## src/hw/rtl/swdik_pkg.sv

```systemverilog
// Shared types, constants and the arctangent table for the swerve drive kinematics block.
`default_nettype none

package swdik_pkg;

    localparam int WHEEL_COUNT = 2;
    localparam int FRONT = 0;
    localparam int REAR = 1;

    localparam int VEL_W = 16;
    localparam int OFF_W = 12;
    localparam int Q_SHIFT = 12;
    localparam int PROD_W = VEL_W + OFF_W;
    localparam int CFG_W = 16;
    localparam int CW = 31;
    localparam int MAG_W = CW - 1;
    localparam int ACC_W = 32;
    localparam int ATAN_LEN = 24;
    localparam int ANGLE_W = 16;
    localparam int SPEED_W = 16;
    localparam int RADIUS_W = 16;
    localparam int GAIN_W = 16;
    localparam int PRODM_W = MAG_W + GAIN_W;
    localparam int SPEED_SHIFT = 20;

    localparam logic [ACC_W-1:0] HALF_TURN = 32'h8000_0000;
    localparam logic [ACC_W-1:0] ANGLE_ROUND = 32'h0000_8000;
    localparam logic [GAIN_W-1:0] INV_GAIN = 16'd39797;
    localparam logic [SPEED_W-1:0] SPEED_MAX = 16'hFFFF;
    localparam logic [PRODM_W-1:0] SPEED_ROUND = PRODM_W'(1) << (SPEED_SHIFT - 1);

    localparam logic [ACC_W-1:0] ATAN_TURNS [ATAN_LEN] = '{
        32'h20000000, 32'h12E4051E, 32'h09FB385B, 32'h051111D4,
        32'h028B0D43, 32'h0145D7E1, 32'h00A2F61E, 32'h00517C55,
        32'h0028BE53, 32'h00145F2F, 32'h000A2F98, 32'h000517CC,
        32'h00028BE6, 32'h000145F3, 32'h0000A2FA, 32'h0000517D,
        32'h000028BE, 32'h0000145F, 32'h00000A30, 32'h00000518,
        32'h0000028C, 32'h00000146, 32'h000000A3, 32'h00000051
    };

    typedef enum logic [2:0] {
        CFG_FRONT_X    = 3'd0,
        CFG_FRONT_Y    = 3'd1,
        CFG_REAR_X     = 3'd2,
        CFG_REAR_Y     = 3'd3,
        CFG_INV_RADIUS = 3'd4
    } cfg_index_t;

    typedef logic signed [OFF_W-1:0] offset_t;

    typedef struct packed {
        offset_t x;
        offset_t y;
    } wheel_pos_t;

    typedef wheel_pos_t [WHEEL_COUNT-1:0] geom_t;

    typedef struct packed {
        logic signed [VEL_W-1:0] vel_x;
        logic signed [VEL_W-1:0] vel_y;
        logic signed [VEL_W-1:0] yaw_rate;
    } cmd_t;

    typedef struct packed {
        logic [ANGLE_W-1:0] front_angle;
        logic [SPEED_W-1:0] front_speed;
        logic [ANGLE_W-1:0] rear_angle;
        logic [SPEED_W-1:0] rear_speed;
        logic               speed_clipped;
    } result_t;

    typedef struct packed {
        logic signed [CW-1:0] x;
        logic signed [CW-1:0] y;
    } comp_t;

    typedef comp_t [WHEEL_COUNT-1:0] comp_row_t;

    typedef struct packed {
        logic signed [CW-1:0] x;
        logic signed [CW-1:0] y;
        logic [ACC_W-1:0]     acc;
        logic                 zero;
    } vec_t;

    typedef vec_t [WHEEL_COUNT-1:0] vec_row_t;

endpackage

`default_nettype wire

```

## src/hw/rtl/swdik_cordic_cell.sv

```systemverilog
// One vectoring CORDIC iteration for every wheel, with its own item register.
`default_nettype none

module swdik_cordic_cell #(
    parameter int STAGE = 0
) (
    input  wire logic                aclk,
    input  wire logic                aresetn,
    input  wire logic                up_valid,
    output logic                     up_ready,
    input  wire swdik_pkg::vec_row_t up_data,
    output logic                     dn_valid,
    input  wire logic                dn_ready,
    output swdik_pkg::vec_row_t      dn_data
);
    import swdik_pkg::*;

    logic     valid_reg;
    vec_row_t data_reg;
    vec_row_t data_next;

    logic signed [CW-1:0] dx [WHEEL_COUNT];
    logic signed [CW-1:0] dy [WHEEL_COUNT];

    // Rotate toward the positive x axis; a zero y counts as non-negative.
    always_comb begin
        for (int w = 0; w < WHEEL_COUNT; w++) begin
            dx[w] = up_data[w].y >>> STAGE;
            dy[w] = up_data[w].x >>> STAGE;
            data_next[w].zero = up_data[w].zero;
            if (!up_data[w].y[CW-1]) begin
                data_next[w].x   = up_data[w].x + dx[w];
                data_next[w].y   = up_data[w].y - dy[w];
                data_next[w].acc = up_data[w].acc + ATAN_TURNS[STAGE];
            end else begin
                data_next[w].x   = up_data[w].x - dx[w];
                data_next[w].y   = up_data[w].y + dy[w];
                data_next[w].acc = up_data[w].acc - ATAN_TURNS[STAGE];
            end
        end
    end

    assign up_ready = !valid_reg || dn_ready;

    always_ff @(posedge aclk) begin
        if (!aresetn) begin
            valid_reg <= 1'b0;
        end else if (up_ready) begin
            valid_reg <= up_valid;
        end
    end

    always_ff @(posedge aclk) begin
        if (up_valid && up_ready) begin
            data_reg <= data_next;
        end
    end

    assign dn_valid = valid_reg;
    assign dn_data  = data_reg;

endmodule

`default_nettype wire

```

## config.mk

```make
export PLATFORM = sky130hd
export DESIGN_NAME = swdik_cordic_cell
export DESIGN_NICKNAME = d
export VERILOG_FILES = /design/src/hw/rtl/swdik_pkg.sv /design/src/hw/rtl/swdik_cordic_cell.sv
export SDC_FILE = /design/constraint.sdc
export NUM_CORES = 1
export LEC_CHECK = 0
export BUFFER_PORTS_ARGS = -buffer_cell sky130_fd_sc_hd__buf_4
export CORE_MARGIN = 2
export CORE_UTILIZATION = 60
export CTS_CLUSTER_SIZE = 14
export DETAILED_ROUTE_END_ITERATION = 7
export GPL_ROUTABILITY_DRIVEN = 0
export PLACE_DENSITY = 0.85
export SETUP_SLACK_MARGIN = 0.1
export SYNTH_ARGS = -nofsm -noshare
export SYNTH_HDL_FRONTEND = slang
export SYNTH_SLANG_ARGS = --single-unit
```

## constraint.sdc

```tcl
create_clock -name aclk -period 9.32 [get_ports aclk]
set_clock_uncertainty 0.2 [all_clocks]
set_input_delay 0 -clock aclk [delete_from_list [all_inputs] [get_ports aclk]]
set_output_delay 0 -clock aclk [all_outputs]
set_load 0.005 [all_outputs]
```

==> metrics.md <==
| Metric | Value |
|---|---|
| Syn Nets | `2173` |
| RSZ-0062 raised after global routing | `no` |
| WP data required | `about 9300 ps` |
| Chip height | `~170 um` |
| Largest net degree at the start of global routing | `83` |
| Area Growth Syn to Fin | `27.49%` |
| Crit-path cells | `dlygate4sd3_1, buf_4, inv_1, ha_1, inv_1, fa_1, a211oi_1, o21bai_1, o22ai_1, a21boi_1, a211oi_1, nor4b_1, o2bb2ai_1, xnor2_1, dlygate4sd3_1` |
| Detail Route Antenna Nets | `0` |
| Wirelength per Cell | `20.80 um` |
| Clock Tree Buf Depth | `2` |
| IO buf count | `385` |
| Arr. time, crit path | `3770 ps` |
| Setup TNS Final | `0 ps` |
| Initial core utilization | `60.72%` |
| Final min period | `roughly 3800 ps` |
| Initial antenna violation count | `0` |
| Proportion of synthesized area in mux cells | `1.735%` |
| Crit path kind | `input port to flop` |
| Sw Pwr | `1.064 mW` |
| Clk slew on worst S/H paths | `90 ps` |
| Worst Hold Class | `input port to flop` |
| Max-slew violations | `0` |
| Vias | `15916` |
| Final WL | `52720 um` |
| Synth Area in Compound Gates | `22.83%` |
| Hold_sp | `up_data[71]` |
| Layout cells sized above 1 | `approximately 21%` |
| Synth Area in XOR/XNOR | `about 6.4%` |
| Power per Cell Area | `143.9 nW/um2` |
| CP startpoint kind | `input port` |
| Flop pwr share | `between 30% and 40%` |
| Mean Syn Cell Area | `9.153 um2` |
| Period utilization | `~40%` |
| Final cell utilization of the core | `77.41%` |
| Peak supply drop | `0.1136 mV` |
| #FFs+latches synth | `about 190` |
| Dpl cells | `2422` |
| Top delay family on crit path | `compound AO/OA/AOI/OAI gates` |
| Slew @ Worst Pin | `983.8 ps` |
| Setup Fix Bufs, Post-CTS | `0` |
| Main synth FF type | `edfxtp_1` |
| Final Setup Violations | `0` |
| Worst-case reg-to-reg path depth | `3` |
| Most common library cell in the layout ignoring fill and taps | `buf_4` |
| Crit path largest cell delay | `540 ps` |
| Root Driver | `clkbuf_16` |
| Vias per cell | `between 6 and 7` |
| Clock Latency Late Sink | `450 ps` |
| Crit Reg-Reg Startpoint | `dn_valid` |
| Simple-gate portion of the synthesized area | `11.30%` |
| # DRC | `0` |
| Seq/Total Area, Yosys | `34.91%` |
| Async set-reset flop share out of synthesis | `0%` |
| Distinct cells, synth | `89` |
| Slowest stage cell on the critical path | `dlygate4sd3_1` |
| Gr usage total | `35.61%` |
| Final std cells w/o fill | `2534` |
| Crit path buffers/inverters | `5` |
| Cells after synthesis | `~1800` |
| Final hold vios | `0` |
| CTS H-tree depth | `4` |
| Endpoint class of the critical path | `flop` |
| Clock power frac | `approximately 28%` |
| Cell-internal power | `1.912 mW` |
| Final nets | `2579` |
| Row cnt | `60` |
| Total CTS buffers | `17` |
| CTS tree | `yes` |
| Crit-path max FO | `4` |
| Final HPWL from detailed placement | `around 38000 um` |
| Max-Cap Viols | `0` |
| Worst setup path startpoint | `up_data[64]` |
| FMAX | `about 270 MHz` |
| Vias in the first global route | `15274` |
| Cell depth of the worst setup path | `15` |
| Comb power frac | `about a third` |
| Die footprint | `28380 um2` |
| Outcome | `finished clean` |
| Adder-cell area share of the yosys netlist | `between 15 and 20%` |
| 1st-iter DRT viols | `2016` |
| DR pass1 iterations | `8` |
| Synthesis Warnings | `0` |
| I/O Pins | `386` |
| Relative slew slack | `34.41%` |
| Number of flops mapped to enable cells by yosys | `188` |
| First-pass GRT wire length | `80250 um` |
| Clk sinks | `189` |
| Cts hold-fix bufs | `79` |
| Main combinational cell family by area after synthesis | `compound AO/OA/AOI/OAI gates` |
| Static leakage | `9.252 nW` |
| Worst hold path depth | `4` |
| Core box area | `26730 um2` |
| Post-Syn Area | `16230 um2` |
| Most frequent cells in the layout | `buf_4, ha_1, a21oi_1, edfxtp_1, inv_1` |
| Grt ovf | `0` |
| Cts repair resizes | `0` |
| Net Sw Frac | `35.75%` |
| Die X | `~170 um` |
worst min-delay path: cells and delay by family:
family                   cells  cell delay (ps)
adder cells (fa/ha/maj)      1              150
buffers and inverters        2              210
XOR/XNOR                     1              190
through the flow:
stage	hold WS [ps]	cell area [um2]	setup WS, ps	total power, mW
after floorplan	-101.1	16230	3819	1.702
after global placement	-22.17	19230	6101	2.067
after detailed placement	-20.52	19230	6050	2.093
after CTS	4.020	20690	5621	2.934
after global routing	54.87	20690	5384	3.080
final	28.46	20690	5556	2.976
synthesized netlist by cell type (10+ instances only):
cell type  instances  area share [%]
edfxtp_1         188              35
inv_1            181             4.2
nand2_1           70             1.6
nand2b_1          17            0.66
nand3_1           25            0.77
o22ai_1           10            0.39
buf_2             13            0.40
o211ai_1          15            0.69
a31oi_1           14            0.54
o21bai_1          33             1.5
buf_1             16            0.37
a211oi_1          24             1.1
xnor2_1          107             5.8
a211o_1           10            0.54
clkbuf_1          47             1.1
nor4_1            13            0.50
nor3_1            32            0.99
nor2b_1           24            0.93
a21oi_1          195             6.0
ha_1             198              15
mux2i_1           27             1.7
o21a_1            16            0.74
xor2_1            12            0.65
a21o_1            38             1.8
o21ai_0          107             3.3
nand4_1           16            0.62
o21ai_1           12            0.37
nor2_1           150             3.5
path summary, 6_finish.rpt:
| path | endpoint | slack [ps] |
|---|---|---|
| setup reg to reg | dn_data[130] | 6540 |
| hold reg to reg | dn_data[119] | 990 |
| setup / recovery | dn_data[94] | 5560 |
| hold / removal | dn_data[40] | 30 |
power groups by stage:
stage          Combinational [mW]  Sequential (mW)  Clock, mW
2_1_floorplan               0.569             1.13          0
3_3_place_gp                0.949             1.12          0
3_5_place_dp                0.973             1.12          0
4_1_cts                      1.01             1.10      0.820
5_1_grt                      1.12             1.11      0.851
6_report                     1.05             1.11      0.822
metal layers:
layer / track usage (%) / vias up / wire (um)
met5: 0 / - / 0
met4: 18.40 / 0 / 2878
met3: 6.874 / 245 / 5204
met2: 62.07 / 1181 / 25610
met1: 41.91 / 7343 / 19020
li1: - / 7147 / -
state kept, by name, indices dropped and copies added (netlist names):
name,flops
dn_data,188
dn_valid,1
final cells by class:
type | count | area [um2]
clock inverters | 15 | 235.2
inverters | 194 | 728.2
repair buffers | 467 | 3704
flip-flops and latches | 189 | 5665
multi-input cells | 1310 | 9502
fillers | 1737 | 6037
well taps | 341 | 426.7
clock buffers | 17 | 425.4
diodes | 1 | 2.502
logic make-up (layout without fill, tap and decap cells):
group / count (synthesis) / count (layout)
AOI/OAI and AO/OA: 570 / 570
and+or+nand+nor: 387 / 387
buffers and inverters: 274 / 693
adders and majority gates: 206 / 206
DFF: 189 / 189
xor gates and xnor gates: 119 / 119
muxes: 28 / 28
other: 0 / 1
Note: power is estimated with default switching activity, not from simulation.
