==> src/hw/rtl/swdik_pkg.sv <==
// Shared types, constants and the arctangent table for the swerve drive kinematics block.
`default_nettype none

package swdik_pkg;

    localparam int WHEEL_COUNT = 2;
    localparam int FRONT = 0;
    localparam int REAR = 1;

    localparam int VEL_W = 16;
    localparam int OFF_W = 12;
    localparam int Q_SHIFT = 12;
    localparam int PROD_W = VEL_W + OFF_W;
    localparam int CFG_W = 16;
    localparam int CW = 31;
    localparam int MAG_W = CW - 1;
    localparam int ACC_W = 32;
    localparam int ATAN_LEN = 24;
    localparam int ANGLE_W = 16;
    localparam int SPEED_W = 16;
    localparam int RADIUS_W = 16;
    localparam int GAIN_W = 16;
    localparam int PRODM_W = MAG_W + GAIN_W;
    localparam int SPEED_SHIFT = 20;

    localparam logic [ACC_W-1:0] HALF_TURN = 32'h8000_0000;
    localparam logic [ACC_W-1:0] ANGLE_ROUND = 32'h0000_8000;
    localparam logic [GAIN_W-1:0] INV_GAIN = 16'd39797;
    localparam logic [SPEED_W-1:0] SPEED_MAX = 16'hFFFF;
    localparam logic [PRODM_W-1:0] SPEED_ROUND = PRODM_W'(1) << (SPEED_SHIFT - 1);

    localparam logic [ACC_W-1:0] ATAN_TURNS [ATAN_LEN] = '{
        32'h20000000, 32'h12E4051E, 32'h09FB385B, 32'h051111D4,
        32'h028B0D43, 32'h0145D7E1, 32'h00A2F61E, 32'h00517C55,
        32'h0028BE53, 32'h00145F2F, 32'h000A2F98, 32'h000517CC,
        32'h00028BE6, 32'h000145F3, 32'h0000A2FA, 32'h0000517D,
        32'h000028BE, 32'h0000145F, 32'h00000A30, 32'h00000518,
        32'h0000028C, 32'h00000146, 32'h000000A3, 32'h00000051
    };

    typedef enum logic [2:0] {
        CFG_FRONT_X    = 3'd0,
        CFG_FRONT_Y    = 3'd1,
        CFG_REAR_X     = 3'd2,
        CFG_REAR_Y     = 3'd3,
        CFG_INV_RADIUS = 3'd4
    } cfg_index_t;

    typedef logic signed [OFF_W-1:0] offset_t;

    typedef struct packed {
        offset_t x;
        offset_t y;
    } wheel_pos_t;

    typedef wheel_pos_t [WHEEL_COUNT-1:0] geom_t;

    typedef struct packed {
        logic signed [VEL_W-1:0] vel_x;
        logic signed [VEL_W-1:0] vel_y;
        logic signed [VEL_W-1:0] yaw_rate;
    } cmd_t;

    typedef struct packed {
        logic [ANGLE_W-1:0] front_angle;
        logic [SPEED_W-1:0] front_speed;
        logic [ANGLE_W-1:0] rear_angle;
        logic [SPEED_W-1:0] rear_speed;
        logic               speed_clipped;
    } result_t;

    typedef struct packed {
        logic signed [CW-1:0] x;
        logic signed [CW-1:0] y;
    } comp_t;

    typedef comp_t [WHEEL_COUNT-1:0] comp_row_t;

    typedef struct packed {
        logic signed [CW-1:0] x;
        logic signed [CW-1:0] y;
        logic [ACC_W-1:0]     acc;
        logic                 zero;
    } vec_t;

    typedef vec_t [WHEEL_COUNT-1:0] vec_row_t;

endpackage

`default_nettype wire

==> src/hw/rtl/swdik_scale.sv <==
// Back end: CORDIC gain removal, angle rounding, speed scaling with saturation.
`default_nettype none

module swdik_scale (
    input  wire logic                aclk,
    input  wire logic                aresetn,
    input  wire logic                up_valid,
    output logic                     up_ready,
    input  wire swdik_pkg::vec_row_t up_data,
    input  wire logic [15:0]         inv_radius,
    output logic                     dn_valid,
    input  wire logic                dn_ready,
    output swdik_pkg::result_t       dn_data
);
    import swdik_pkg::*;

    logic               mag_valid_reg;
    logic               mag_ready;
    logic [MAG_W-1:0]   mag_reg [WHEEL_COUNT];
    logic [MAG_W-1:0]   mag_next [WHEEL_COUNT];
    logic [ANGLE_W-1:0] angle_reg [WHEEL_COUNT];
    logic [ANGLE_W-1:0] angle_next [WHEEL_COUNT];
    logic [PRODM_W-1:0] gain_prod [WHEEL_COUNT];
    logic [ACC_W-1:0]   acc_round [WHEEL_COUNT];

    logic               out_valid_reg;
    result_t            out_reg;
    result_t            out_next;
    logic [PRODM_W-1:0] speed_sum [WHEEL_COUNT];
    logic [PRODM_W-SPEED_SHIFT-1:0] speed_full [WHEEL_COUNT];
    logic [SPEED_W-1:0] speed [WHEEL_COUNT];
    logic               clip [WHEEL_COUNT];

    // Stage one: x never goes negative after the fold, so it is taken as unsigned.
    always_comb begin
        for (int w = 0; w < WHEEL_COUNT; w++) begin
            gain_prod[w]  = PRODM_W'(up_data[w].x[MAG_W-1:0]) * PRODM_W'(INV_GAIN);
            mag_next[w]   = gain_prod[w][PRODM_W-1:GAIN_W];
            acc_round[w]  = up_data[w].acc + ANGLE_ROUND;
            angle_next[w] = up_data[w].zero ? '0 : acc_round[w][ACC_W-1:ACC_W-ANGLE_W];
        end
    end

    assign up_ready = !mag_valid_reg || mag_ready;

    always_ff @(posedge aclk) begin
        if (!aresetn) begin
            mag_valid_reg <= 1'b0;
        end else if (up_ready) begin
            mag_valid_reg <= up_valid;
        end
    end

    always_ff @(posedge aclk) begin
        if (up_valid && up_ready) begin
            mag_reg   <= mag_next;
            angle_reg <= angle_next;
        end
    end

    // Stage two: speed rounds half up, then clamps to the top of the range.
    always_comb begin
        for (int w = 0; w < WHEEL_COUNT; w++) begin
            speed_sum[w]  = PRODM_W'(mag_reg[w]) * PRODM_W'(inv_radius) + SPEED_ROUND;
            speed_full[w] = speed_sum[w][PRODM_W-1:SPEED_SHIFT];
            clip[w]       = |speed_full[w][PRODM_W-SPEED_SHIFT-1:SPEED_W];
            speed[w]      = clip[w] ? SPEED_MAX : speed_full[w][SPEED_W-1:0];
        end
        out_next.front_angle   = angle_reg[FRONT];
        out_next.front_speed   = speed[FRONT];
        out_next.rear_angle    = angle_reg[REAR];
        out_next.rear_speed    = speed[REAR];
        out_next.speed_clipped = clip[FRONT] || clip[REAR];
    end

    assign mag_ready = !out_valid_reg || dn_ready;

    always_ff @(posedge aclk) begin
        if (!aresetn) begin
            out_valid_reg <= 1'b0;
        end else if (mag_ready) begin
            out_valid_reg <= mag_valid_reg;
        end
    end

    always_ff @(posedge aclk) begin
        if (mag_valid_reg && mag_ready) begin
            out_reg <= out_next;
        end
    end

    assign dn_valid = out_valid_reg;
    assign dn_data  = out_reg;

endmodule

`default_nettype wire

==> config.mk <==
export PLATFORM = sky130hd
export DESIGN_NAME = swdik_scale
export DESIGN_NICKNAME = d
export VERILOG_FILES = /design/src/hw/rtl/swdik_pkg.sv /design/src/hw/rtl/swdik_scale.sv
export SDC_FILE = /design/constraint.sdc
export NUM_CORES = 2
export LEC_CHECK = 0
export BUFFER_PORTS_ARGS = -buffer_cell sky130_fd_sc_hd__buf_2
export CAP_MARGIN = 20
export CELL_PAD_IN_SITES_DETAIL_PLACEMENT = 1
export CELL_PAD_IN_SITES_GLOBAL_PLACEMENT = 2
export CORE_ASPECT_RATIO = 1.4
export CORE_MARGIN = 4
export CORE_UTILIZATION = 30
export CTS_CLUSTER_DIAMETER = 150
export DETAILED_ROUTE_END_ITERATION = 7
export HOLD_SLACK_MARGIN = 0.12
export PLACE_DENSITY_LB_ADDON = 0.1
export SYNTH_ARGS = -nofsm -noshare
export SYNTH_HDL_FRONTEND = slang
export SYNTH_SLANG_ARGS = --single-unit
==> constraint.sdc <==
create_clock -name aclk -period 24 [get_ports aclk]
set_input_delay 3.6 -clock aclk [delete_from_list [all_inputs] [get_ports aclk]]
set_output_delay 3.6 -clock aclk [all_outputs]
set_load 0.02 [all_outputs]
==> out/results.txt <==
max-slew violations - 0
commonest non-fill, non-tap cell in the layout - inv_1
crit-path leading delay family - adder cells
Starting Density - 30.2%
drt first pass iters - 4
Main synth FF type - edfxtp_1
largest net degree at the start of global routing - 61
register area share after synthesis - 8.84%
Slew HR - 29.4%
reg2reg start - mag_reg[39]
CP arrival - 11.86 ns
Synth Register Bits - 159
Die ar. - 0.186 mm²
Clock Root Buffer - clkbuf_16
clk buf depth - 2
post-synthesis instance total - 5588
FF-to-FF path depth - 23
height of the chip - 509 µm
Layout Cells excl Fill - 7969
boundary pin count - 277
Unique masters post-synth - 76
Reg clk slew, reported paths - 0.10 ns
ranking of synthesized cells by area - fa_1 45%, ha_1 15%, inv_1 11%, edfxtp_1 8.8%, and2_1 5.8%
nets@finish - 7696
vias post-DR - 36525
Placer Congestion - 0.780
HP Class - flip-flop to flip-flop
period utilization - 48.4%
share of layout cells above drive strength 1 - 4.78%
first-pass GRT wire length - 256000 µm
site row count - 183
DR iter-0 viols - 1036
CTS buffer count - 17
critical-path cell list - buf_2 -> buf_4 -> nand2_1 -> fa_1 -> inv_1 -> fa_1 -> fa_1 -> fa_1 -> fa_1 -> inv_1 -> fa_1 -> inv_1 -> ha_1 -> nand4_1 -> or2_2 -> nor3_1 -> o2111ai_1 -> a21oi_1 -> o21ai_0 -> a2111oi_0 -> and4_1 -> buf_4 -> nand2_1
Buf/Inv on CP - 6
vias in the first global route - 43972
status - finished clean
final WL - 161000 µm
skew final - 0.0261 ns
post-CTS setup buffers - 0
final hold violation count - 0
Slowest Stage Delay on Critical Path - 0.60 ns
Critical Path RT - 24.24 ns
Setup TNS Final - 0 ns
Multi-input gate area - 0.0425 mm²
IO Port Bufs - 182
R2R setup slack - 15.53 ns
Fmax - 0.0860 GHz
clk_lat worst skew - 0.53 ns
Total GRT Usage - 17.9%
placed cells - 7933
syn_area_per_cell - 9.63 µm²
syn nets - 7644
Post-synth EDFFs - 157
min Tclk post-route - 11.62 ns
YS warnings - 0
Layout area overhead - 7.54%
CP max FO - 37
largest area contributor in the netlist - fa_1
Finish-stage setup viols - 0
initial antenna violation count - 15
number of max-cap violations - 0
RR Endpoint - dn_data[45]
CTS tree - built
max FFs per register - 65
critical path endpoint - dn_data[45]
aggregate global routing overflow - 0
# fillers - 20275
crit end category - flip-flop
Die W - 366 µm
Critical Path Start - inv_radius[7]
asr flop ratio synth - 0%
post-synth top area share - 44.9%
RSZ-0062 raised after global routing - no
DRC - 0
synthesized area - 0.0538 mm²
Via density - 4.58
wire per inst - 20.2 µm
CP startpoint kind - input port
Gates resized, CTS repair - 0
Least-Margin Pin Slew - 1.06 ns
clock sink count - 159
hold buffer count at CTS - 0
Core Box Area - 0.178 mm²
CP Depth - 23
Crit path top cell by count - fa_1
Slowest-stage cell, CP - buf_4
post-route ant nets - 0
Register Area - 0.00475 mm²
DP HPWL - 132000 µm
most frequent cells in the layout - 1548 x inv_1, 1206 x fa_1, 640 x ha_1, 556 x nand2_1, 497 x and2_1
WS Path Type - input port to flip-flop
htree depth - 4
[per-stage QoR]
| step | hold WS [ns] | instance area (µm²) | setup slack, ns | util, % |
|---|---|---|---|---|
| 6_report | 0.420 | 57900 | 12.38 | 32.5 |
| 5_1_grt | 0.419 | 57900 | 11.90 | 32.5 |
| 4_1_cts | 0.421 | 57900 | 12.11 | 32.5 |
| 3_5_place_dp | 0.405 | 57200 | 11.53 | 32.1 |
| 3_3_place_gp | 0.401 | 57200 | 11.45 | 32.1 |
| 2_1_floorplan | 0.400 | 53800 | 13.75 | - |
[cell usage after synthesis, types with 4 or more instances]
cell,n
a2111oi_0,5
a211oi_1,18
a21o_1,77
a21oi_1,111
a311oi_1,4
a31oi_1,11
a41o_1,4
and2_1,498
and3_1,26
and4_1,12
clkbuf_1,176
edfxtp_1,157
fa_1,1206
ha_1,640
inv_1,1548
nand2_1,556
nand2b_1,20
nand3_1,32
nand4_1,26
nor2_1,111
nor2b_1,22
nor3_1,18
nor4_1,7
o2111ai_1,5
o211ai_1,10
o21a_1,15
o21ai_0,55
o21bai_1,15
o22ai_1,4
o31ai_1,4
or2_2,4
or3_1,8
xnor2_1,62
xor2_1,54
[layout make-up]
| class | instances | share of cell area, % |
|---|---|---|
| timing repair buffer | 218 | 2.06 |
| clock buffer | 17 | 0.735 |
| clock inverter | 15 | 0.417 |
| tap | 2312 | 5.00 |
| inverter | 1548 | 10.0 |
| multi-input combinational | 3696 | 73.5 |
| antenna | 4 | 0.0173 |
| sequential | 159 | 8.22 |
[kinds of logic after synthesis]
family          Yosys count  share of synthesized area [%]
compound gates          376                           4.66
mux                       2                         0.0372
fa+ha+maj              1846                           59.8
flops                   159                           8.84
xor+xnor                116                           1.89
simple gates           1356                           12.7
buf+inv                1733                           12.1
[layer usage]
metal	track usage, %	wire length (µm)	vias up
met5	0	44	-
met4	3.40	2520	10
met3	1.14	2070	95
met2	36.0	91700	261
met1	20.8	65000	19443
li1	-	-	16716
[how the worst min path moves through the flow]
stage | from | to | slack, ns | cells past startpoint
global placement | angle_reg[30] | dn_data[63] | 0.40 | 0
CTS | angle_reg[20] | dn_data[53] | 0.42 | 0
finish | angle_reg[20] | dn_data[53] | 0.42 | 0
global route | angle_reg[13] | dn_data[30] | 0.42 | 0
floorplan | angle_reg[0] | dn_data[17] | 0.40 | 0
detailed placement | angle_reg[6] | dn_data[23] | 0.41 | 0
[worst register-to-register path: stages (launching register included)]
cell       delay [ns]
edfxtp_1         1.01
nand2_1          0.22
fa_1             0.54
fa_1             0.59
fa_1             0.45
fa_1             0.58
inv_1            0.06
fa_1             0.48
inv_1            0.05
fa_1             0.47
inv_1            0.05
ha_1             0.31
a21oi_1          0.16
o22ai_1          0.10
a221oi_2         0.33
a311oi_2         0.14
buf_4            0.19
o2111ai_1        0.50
a21oi_1          0.17
or3_1            0.32
a2111oi_0        0.35
and4_1           0.55
buf_4            0.35
nand2_1          0.23
Power is not shown: default switching activity piles up to over one toggle a cycle in this logic, so the estimate is an artifact.
