===== src/hw/rtl/swdik_pkg.sv =====
// Shared types, constants and the arctangent table for the swerve drive kinematics block.
`default_nettype none

package swdik_pkg;

    localparam int WHEEL_COUNT = 2;
    localparam int FRONT = 0;
    localparam int REAR = 1;

    localparam int VEL_W = 16;
    localparam int OFF_W = 12;
    localparam int Q_SHIFT = 12;
    localparam int PROD_W = VEL_W + OFF_W;
    localparam int CFG_W = 16;
    localparam int CW = 31;
    localparam int MAG_W = CW - 1;
    localparam int ACC_W = 32;
    localparam int ATAN_LEN = 24;
    localparam int ANGLE_W = 16;
    localparam int SPEED_W = 16;
    localparam int RADIUS_W = 16;
    localparam int GAIN_W = 16;
    localparam int PRODM_W = MAG_W + GAIN_W;
    localparam int SPEED_SHIFT = 20;

    localparam logic [ACC_W-1:0] HALF_TURN = 32'h8000_0000;
    localparam logic [ACC_W-1:0] ANGLE_ROUND = 32'h0000_8000;
    localparam logic [GAIN_W-1:0] INV_GAIN = 16'd39797;
    localparam logic [SPEED_W-1:0] SPEED_MAX = 16'hFFFF;
    localparam logic [PRODM_W-1:0] SPEED_ROUND = PRODM_W'(1) << (SPEED_SHIFT - 1);

    localparam logic [ACC_W-1:0] ATAN_TURNS [ATAN_LEN] = '{
        32'h20000000, 32'h12E4051E, 32'h09FB385B, 32'h051111D4,
        32'h028B0D43, 32'h0145D7E1, 32'h00A2F61E, 32'h00517C55,
        32'h0028BE53, 32'h00145F2F, 32'h000A2F98, 32'h000517CC,
        32'h00028BE6, 32'h000145F3, 32'h0000A2FA, 32'h0000517D,
        32'h000028BE, 32'h0000145F, 32'h00000A30, 32'h00000518,
        32'h0000028C, 32'h00000146, 32'h000000A3, 32'h00000051
    };

    typedef enum logic [2:0] {
        CFG_FRONT_X    = 3'd0,
        CFG_FRONT_Y    = 3'd1,
        CFG_REAR_X     = 3'd2,
        CFG_REAR_Y     = 3'd3,
        CFG_INV_RADIUS = 3'd4
    } cfg_index_t;

    typedef logic signed [OFF_W-1:0] offset_t;

    typedef struct packed {
        offset_t x;
        offset_t y;
    } wheel_pos_t;

    typedef wheel_pos_t [WHEEL_COUNT-1:0] geom_t;

    typedef struct packed {
        logic signed [VEL_W-1:0] vel_x;
        logic signed [VEL_W-1:0] vel_y;
        logic signed [VEL_W-1:0] yaw_rate;
    } cmd_t;

    typedef struct packed {
        logic [ANGLE_W-1:0] front_angle;
        logic [SPEED_W-1:0] front_speed;
        logic [ANGLE_W-1:0] rear_angle;
        logic [SPEED_W-1:0] rear_speed;
        logic               speed_clipped;
    } result_t;

    typedef struct packed {
        logic signed [CW-1:0] x;
        logic signed [CW-1:0] y;
    } comp_t;

    typedef comp_t [WHEEL_COUNT-1:0] comp_row_t;

    typedef struct packed {
        logic signed [CW-1:0] x;
        logic signed [CW-1:0] y;
        logic [ACC_W-1:0]     acc;
        logic                 zero;
    } vec_t;

    typedef vec_t [WHEEL_COUNT-1:0] vec_row_t;

endpackage

`default_nettype wire


===== src/hw/rtl/swdik_prep.sv =====
// Front end: wheel velocity vectors in Q12 mm/s, then zero test and half-turn fold.
`default_nettype none

module swdik_prep (
    input  wire logic                aclk,
    input  wire logic                aresetn,
    input  wire logic                up_valid,
    output logic                     up_ready,
    input  wire swdik_pkg::cmd_t     up_data,
    input  wire swdik_pkg::geom_t    geom,
    output logic                     dn_valid,
    input  wire logic                dn_ready,
    output swdik_pkg::vec_row_t      dn_data
);
    import swdik_pkg::*;

    logic      comp_valid_reg;
    logic      comp_ready;
    comp_row_t comp_reg;
    comp_row_t comp_next;

    logic      fold_valid_reg;
    vec_row_t  fold_reg;
    vec_row_t  fold_next;

    logic signed [PROD_W-1:0] prod_x [WHEEL_COUNT];
    logic signed [PROD_W-1:0] prod_y [WHEEL_COUNT];
    logic signed [CW-1:0]     vx_q;
    logic signed [CW-1:0]     vy_q;

    // Stage one: each component is v * 4096 plus or minus yaw rate times offset.
    always_comb begin
        vx_q = {{(CW-VEL_W-Q_SHIFT){up_data.vel_x[VEL_W-1]}}, up_data.vel_x, Q_SHIFT'(0)};
        vy_q = {{(CW-VEL_W-Q_SHIFT){up_data.vel_y[VEL_W-1]}}, up_data.vel_y, Q_SHIFT'(0)};
        for (int w = 0; w < WHEEL_COUNT; w++) begin
            prod_x[w] = PROD_W'(up_data.yaw_rate) * PROD_W'(geom[w].x);
            prod_y[w] = PROD_W'(up_data.yaw_rate) * PROD_W'(geom[w].y);
            comp_next[w].x = vx_q - {{(CW-PROD_W){prod_y[w][PROD_W-1]}}, prod_y[w]};
            comp_next[w].y = vy_q + {{(CW-PROD_W){prod_x[w][PROD_W-1]}}, prod_x[w]};
        end
    end

    assign up_ready = !comp_valid_reg || comp_ready;

    always_ff @(posedge aclk) begin
        if (!aresetn) begin
            comp_valid_reg <= 1'b0;
        end else if (up_ready) begin
            comp_valid_reg <= up_valid;
        end
    end

    always_ff @(posedge aclk) begin
        if (up_valid && up_ready) begin
            comp_reg <= comp_next;
        end
    end

    // Stage two: zero test, and a vector in the left half plane is turned by half a turn first.
    always_comb begin
        for (int w = 0; w < WHEEL_COUNT; w++) begin
            fold_next[w].zero = (comp_reg[w].x == '0) && (comp_reg[w].y == '0);
            if (comp_reg[w].x[CW-1]) begin
                fold_next[w].x   = -comp_reg[w].x;
                fold_next[w].y   = -comp_reg[w].y;
                fold_next[w].acc = HALF_TURN;
            end else begin
                fold_next[w].x   = comp_reg[w].x;
                fold_next[w].y   = comp_reg[w].y;
                fold_next[w].acc = '0;
            end
        end
    end

    assign comp_ready = !fold_valid_reg || dn_ready;

    always_ff @(posedge aclk) begin
        if (!aresetn) begin
            fold_valid_reg <= 1'b0;
        end else if (comp_ready) begin
            fold_valid_reg <= comp_valid_reg;
        end
    end

    always_ff @(posedge aclk) begin
        if (comp_valid_reg && comp_ready) begin
            fold_reg <= fold_next;
        end
    end

    assign dn_valid = fold_valid_reg;
    assign dn_data  = fold_reg;

endmodule

`default_nettype wire


===== config.mk =====
export PLATFORM = sky130hd
export DESIGN_NAME = swdik_prep
export DESIGN_NICKNAME = d
export VERILOG_FILES = /design/src/hw/rtl/swdik_pkg.sv /design/src/hw/rtl/swdik_prep.sv
export SDC_FILE = /design/constraint.sdc
export NUM_CORES = 2
export LEC_CHECK = 0
export BUFFER_PORTS_ARGS = -buffer_cell sky130_fd_sc_hd__buf_2
export CAP_MARGIN = 20
export CORE_ASPECT_RATIO = 0.5
export CORE_MARGIN = 2
export CORE_UTILIZATION = 55
export CTS_CLUSTER_SIZE = 24
export DETAILED_ROUTE_END_ITERATION = 16
export PLACE_DENSITY = 0.79
export SETUP_SLACK_MARGIN = 0.15
export SLEW_MARGIN = 20
export SYNTH_ARGS = -nofsm -noshare
export SYNTH_HDL_FRONTEND = slang
export SYNTH_SLANG_ARGS = --single-unit

===== constraint.sdc =====
create_clock -name aclk -period 10.25 [get_ports aclk]
set_input_delay 1.5375 -clock aclk [delete_from_list [all_inputs] [get_ports aclk]]
set_output_delay 1.5375 -clock aclk [all_outputs]
set_load 0.02 [all_outputs]

==> flow_summary.json <==
{
  "ys_seq_area_share_pct": 18.3,
  "yosys.cell_types.count": 65,
  "grt_pass1_wl_mm": 163,
  "clock-root-buffer": "sky130_fd_sc_hd__clkbuf_16",
  "vertical_die_dimension_um": 196,
  "die_wd_um": 387,
  "netlist_top_cells_count": "sky130_fd_sc_hd__inv_1, sky130_fd_sc_hd__fa_1, sky130_fd_sc_hd__nand2_1, sky130_fd_sc_hd__and2_1, sky130_fd_sc_hd__ha_1",
  "core_area_sq_um": 72900,
  "end_kind": "register",
  "timing_max_transition_violations_final": 0,
  "ys_ff_latch": 246,
  "synth.yosys.warnings": 0,
  "worst_hold_path_type": "reg2reg",
  "drt-pass1-iter-count": 6,
  "clock-skew-final_ps": 22.6,
  "grtUsageTotal_pct": 27.4,
  "detail_route.drc_violations": 0,
  "grt_start_max_net_pins": 68,
  "cts_repair_resize_count": 0,
  "drt_first_iter_violations": 2078,
  "io-pin-count": 292,
  "wl_mm": 99.1,
  "finish.net_count": 5367,
  "clk_pin_slew_ps": 60,
  "cts-hold-fix-buffers": 0,
  "grt_use_met2_pct": 42.3,
  "worst-endpoint-required_ps": 10490,
  "route.antenna.remaining_nets": 0,
  "wl_per_cell_um": 19.0,
  "worst_ep_arrival_time_ps": 8600,
  "htree_levels": 1,
  "start_kind": "primary input",
  "synth.avg_cell_area_sq_um": 9.91,
  "remaining_max_slew_budget_at_the_tightest_pin_pct": 27.6,
  "synth_top_cell_by_area": "sky130_fd_sc_hd__fa_1",
  "run_status": "finished clean",
  "layout-drive-gt1-share_pct": 7.49,
  "timing.final.setup_violations": 0,
  "syn_to_final_growth_pct": 6.50,
  "unrepaired_setup_endpoints_after_global_routing": "no",
  "peak_clock_frequency_supported_by_timing_mhz": 120,
  "postCtsSetupBuffers": 0,
  "clkSinkCount": 246,
  "worstMarginPinSlew_ps": 1070,
  "synth_ff_type": "sky130_fd_sc_hd__edfxtp_1",
  "post_synth_instance_area_sq_um": 40400,
  "io_buffer_count": 229,
  "ys_top_cells_by_area": "sky130_fd_sc_hd__fa_1, sky130_fd_sc_hd__edfxtp_1, sky130_fd_sc_hd__inv_1",
  "cts-root-to-sink-buffers": 3,
  "antenna_found_initial": 23,
  "finalSetupTns_ps": 0,
  "fin_crit_ps": 8360,
  "finalHoldViolCount": 0,
  "clock_latency_at_the_later_pin_of_the_worst_skew_pair_ps": 570,
  "synth_async_sr_flop_share_pct": 0,
  "number_of_flip_flops_under_the_largest_register_name": 128,
  "timing_worst_setup_path_type": "in2reg",
  "syn-instance-count": 4072,
  "via_count_of_the_first_global_routing_pass": 30500,
  "fp.dieArea_sq_um": 75700,
  "drv_cap": 0,
  "floorplan.initialDensity_pct": 55.4,
  "tritoncts": "done",
  "rows": 70,
  "detailed_route_via_count": 28200,
  "final_core_utilization_pct": 59.0,
  "top_usage_layer": "met2",
  "synth_edf_count": 244,
  "detailed_place_hpwl_mm": 80.6,
  "netlist.area_leader.share_pct": 38.8,
  "cts_inserted_buffers": 27,
  "globalRouteMet3Util_pct": 8.77,
  "synth_most_common_cell": "sky130_fd_sc_hd__inv_1",
  "gpl.final_weighted_congestion": 0.981,
  "post_drt_via_cell_ratio": 5.41,
  "grt.met1_usage_pct": 37.8,
  "timing.critical_path.fanout_max": 43,
  "fin_crit_sh_pct": 81.6,
  "grt_remaining_overflow": 0
}
## cells in the final DEF (no fill, tap or decap), types with 8 or more instances in the layout
| cell type | count |
|---|---|
| sky130_fd_sc_hd__inv_1 | 935 |
| sky130_fd_sc_hd__fa_1 | 782 |
| sky130_fd_sc_hd__nand2_1 | 487 |
| sky130_fd_sc_hd__and2_1 | 303 |
| sky130_fd_sc_hd__ha_1 | 270 |
| sky130_fd_sc_hd__edfxtp_1 | 244 |
| sky130_fd_sc_hd__buf_2 | 229 |
| sky130_fd_sc_hd__xnor2_1 | 202 |
| sky130_fd_sc_hd__nor2_1 | 92 |
| sky130_fd_sc_hd__a21oi_1 | 84 |
| sky130_fd_sc_hd__o21ai_0 | 81 |
| sky130_fd_sc_hd__conb_1 | 66 |
| sky130_fd_sc_hd__nor2b_1 | 39 |
| sky130_fd_sc_hd__nand2b_1 | 33 |
| sky130_fd_sc_hd__a21o_1 | 32 |
| sky130_fd_sc_hd__o31ai_1 | 30 |
| sky130_fd_sc_hd__clkbuf_16 | 27 |
| sky130_fd_sc_hd__xor2_1 | 26 |
| sky130_fd_sc_hd__nand3_1 | 24 |
| sky130_fd_sc_hd__buf_4 | 24 |
| sky130_fd_sc_hd__or3_1 | 22 |
| sky130_fd_sc_hd__o21a_1 | 15 |
| sky130_fd_sc_hd__nor3_1 | 14 |
| sky130_fd_sc_hd__diode_2 | 13 |
| sky130_fd_sc_hd__o21bai_1 | 13 |
| sky130_fd_sc_hd__nor4_1 | 13 |
| sky130_fd_sc_hd__o41ai_1 | 13 |
| sky130_fd_sc_hd__a211oi_1 | 11 |
| sky130_fd_sc_hd__or4_1 | 11 |
| sky130_fd_sc_hd__clkinv_1 | 9 |
| sky130_fd_sc_hd__nand4_1 | 8 |
| sky130_fd_sc_hd__or2_2 | 8 |
## layer usage
metal  up-vias  part of all wire, %
met4         8                  2.5
met2      1178                   45
li1      12500                    -
met3       180                   12
met5         -                0.055
met1     14400                   41
## cell families after synthesis
family                     Yosys count  synth area share, %
adders and majority gates         1052                 47.2
other                                1              0.00929
buffers and inverters             1139                 11.2
xor gates and xnor gates           228                 4.95
AOI/OAI and AO/OA                  324                 5.17
and+or+nand+nor                   1082                 13.3
DFF                                246                 18.3
## worst paths after layout
| check | start | endpoint | slack [ps] | cells after the start |
|---|---|---|---|---|
| min | comp_reg[93]$_DFFE_PP_ | dn_data[159]$_DFFE_PP_ | 460 | 0 |
| max reg2reg | comp_reg[8]$_DFFE_PP_ | dn_data[60]$_DFFE_PP_ | 6990 | 7 |
| min reg2reg | comp_reg[93]$_DFFE_PP_ | dn_data[159]$_DFFE_PP_ | 460 | 0 |
| max | up_data[10] | comp_reg[52]$_DFFE_PP_ | 1890 | 19 |
## worst max-delay path, stage by stage
cell and delay [ps]:
sky130_fd_sc_hd__buf_2 790, sky130_fd_sc_hd__and2_1 280, sky130_fd_sc_hd__fa_1 450, sky130_fd_sc_hd__fa_1 520
sky130_fd_sc_hd__inv_1 60, sky130_fd_sc_hd__fa_1 550, sky130_fd_sc_hd__fa_1 430, sky130_fd_sc_hd__fa_1 490
sky130_fd_sc_hd__inv_1 50, sky130_fd_sc_hd__fa_1 500, sky130_fd_sc_hd__inv_1 60, sky130_fd_sc_hd__ha_1 390
sky130_fd_sc_hd__nand3_1 120, sky130_fd_sc_hd__nor2_1 150, sky130_fd_sc_hd__nand3_1 100, sky130_fd_sc_hd__o21ai_0 840
sky130_fd_sc_hd__a211oi_1 280, sky130_fd_sc_hd__o21ba_2 290, sky130_fd_sc_hd__xnor2_1 700
## final cells by class
| type | count | area [sq um] |
|---|---|---|
| fill | 6045 | 29900 |
| multi-input combinational | 2752 | 28700 |
| sequential | 246 | 7370 |
| inverter | 935 | 3510 |
| timing repair buffer | 253 | 1330 |
| tap | 972 | 1220 |
| clock buffer | 29 | 683 |
| clock inverter | 19 | 111 |
| antenna | 13 | 32.5 |
## metrics by stage
| step | cell area (sq um) | std cells | hold slack, ps | setup WS, ps |
|---|---|---|---|---|
| 6_report | 43000 | 5219 | 461 | 1890 |
| 5_1_grt | 43000 | 5216 | 483 | 1580 |
| 4_1_cts | 43000 | 5206 | 463 | 2180 |
| 3_5_place_dp | 42200 | 5158 | 454 | 1620 |
| 3_3_place_gp | 42200 | 5158 | 451 | 1770 |
| 2_1_floorplan | 40600 | 4137 | 442 | 2340 |
Power is left out: the tool's default activity adds up to more than one toggle a clock period on the data nets, which glitch-free logic cannot reach.
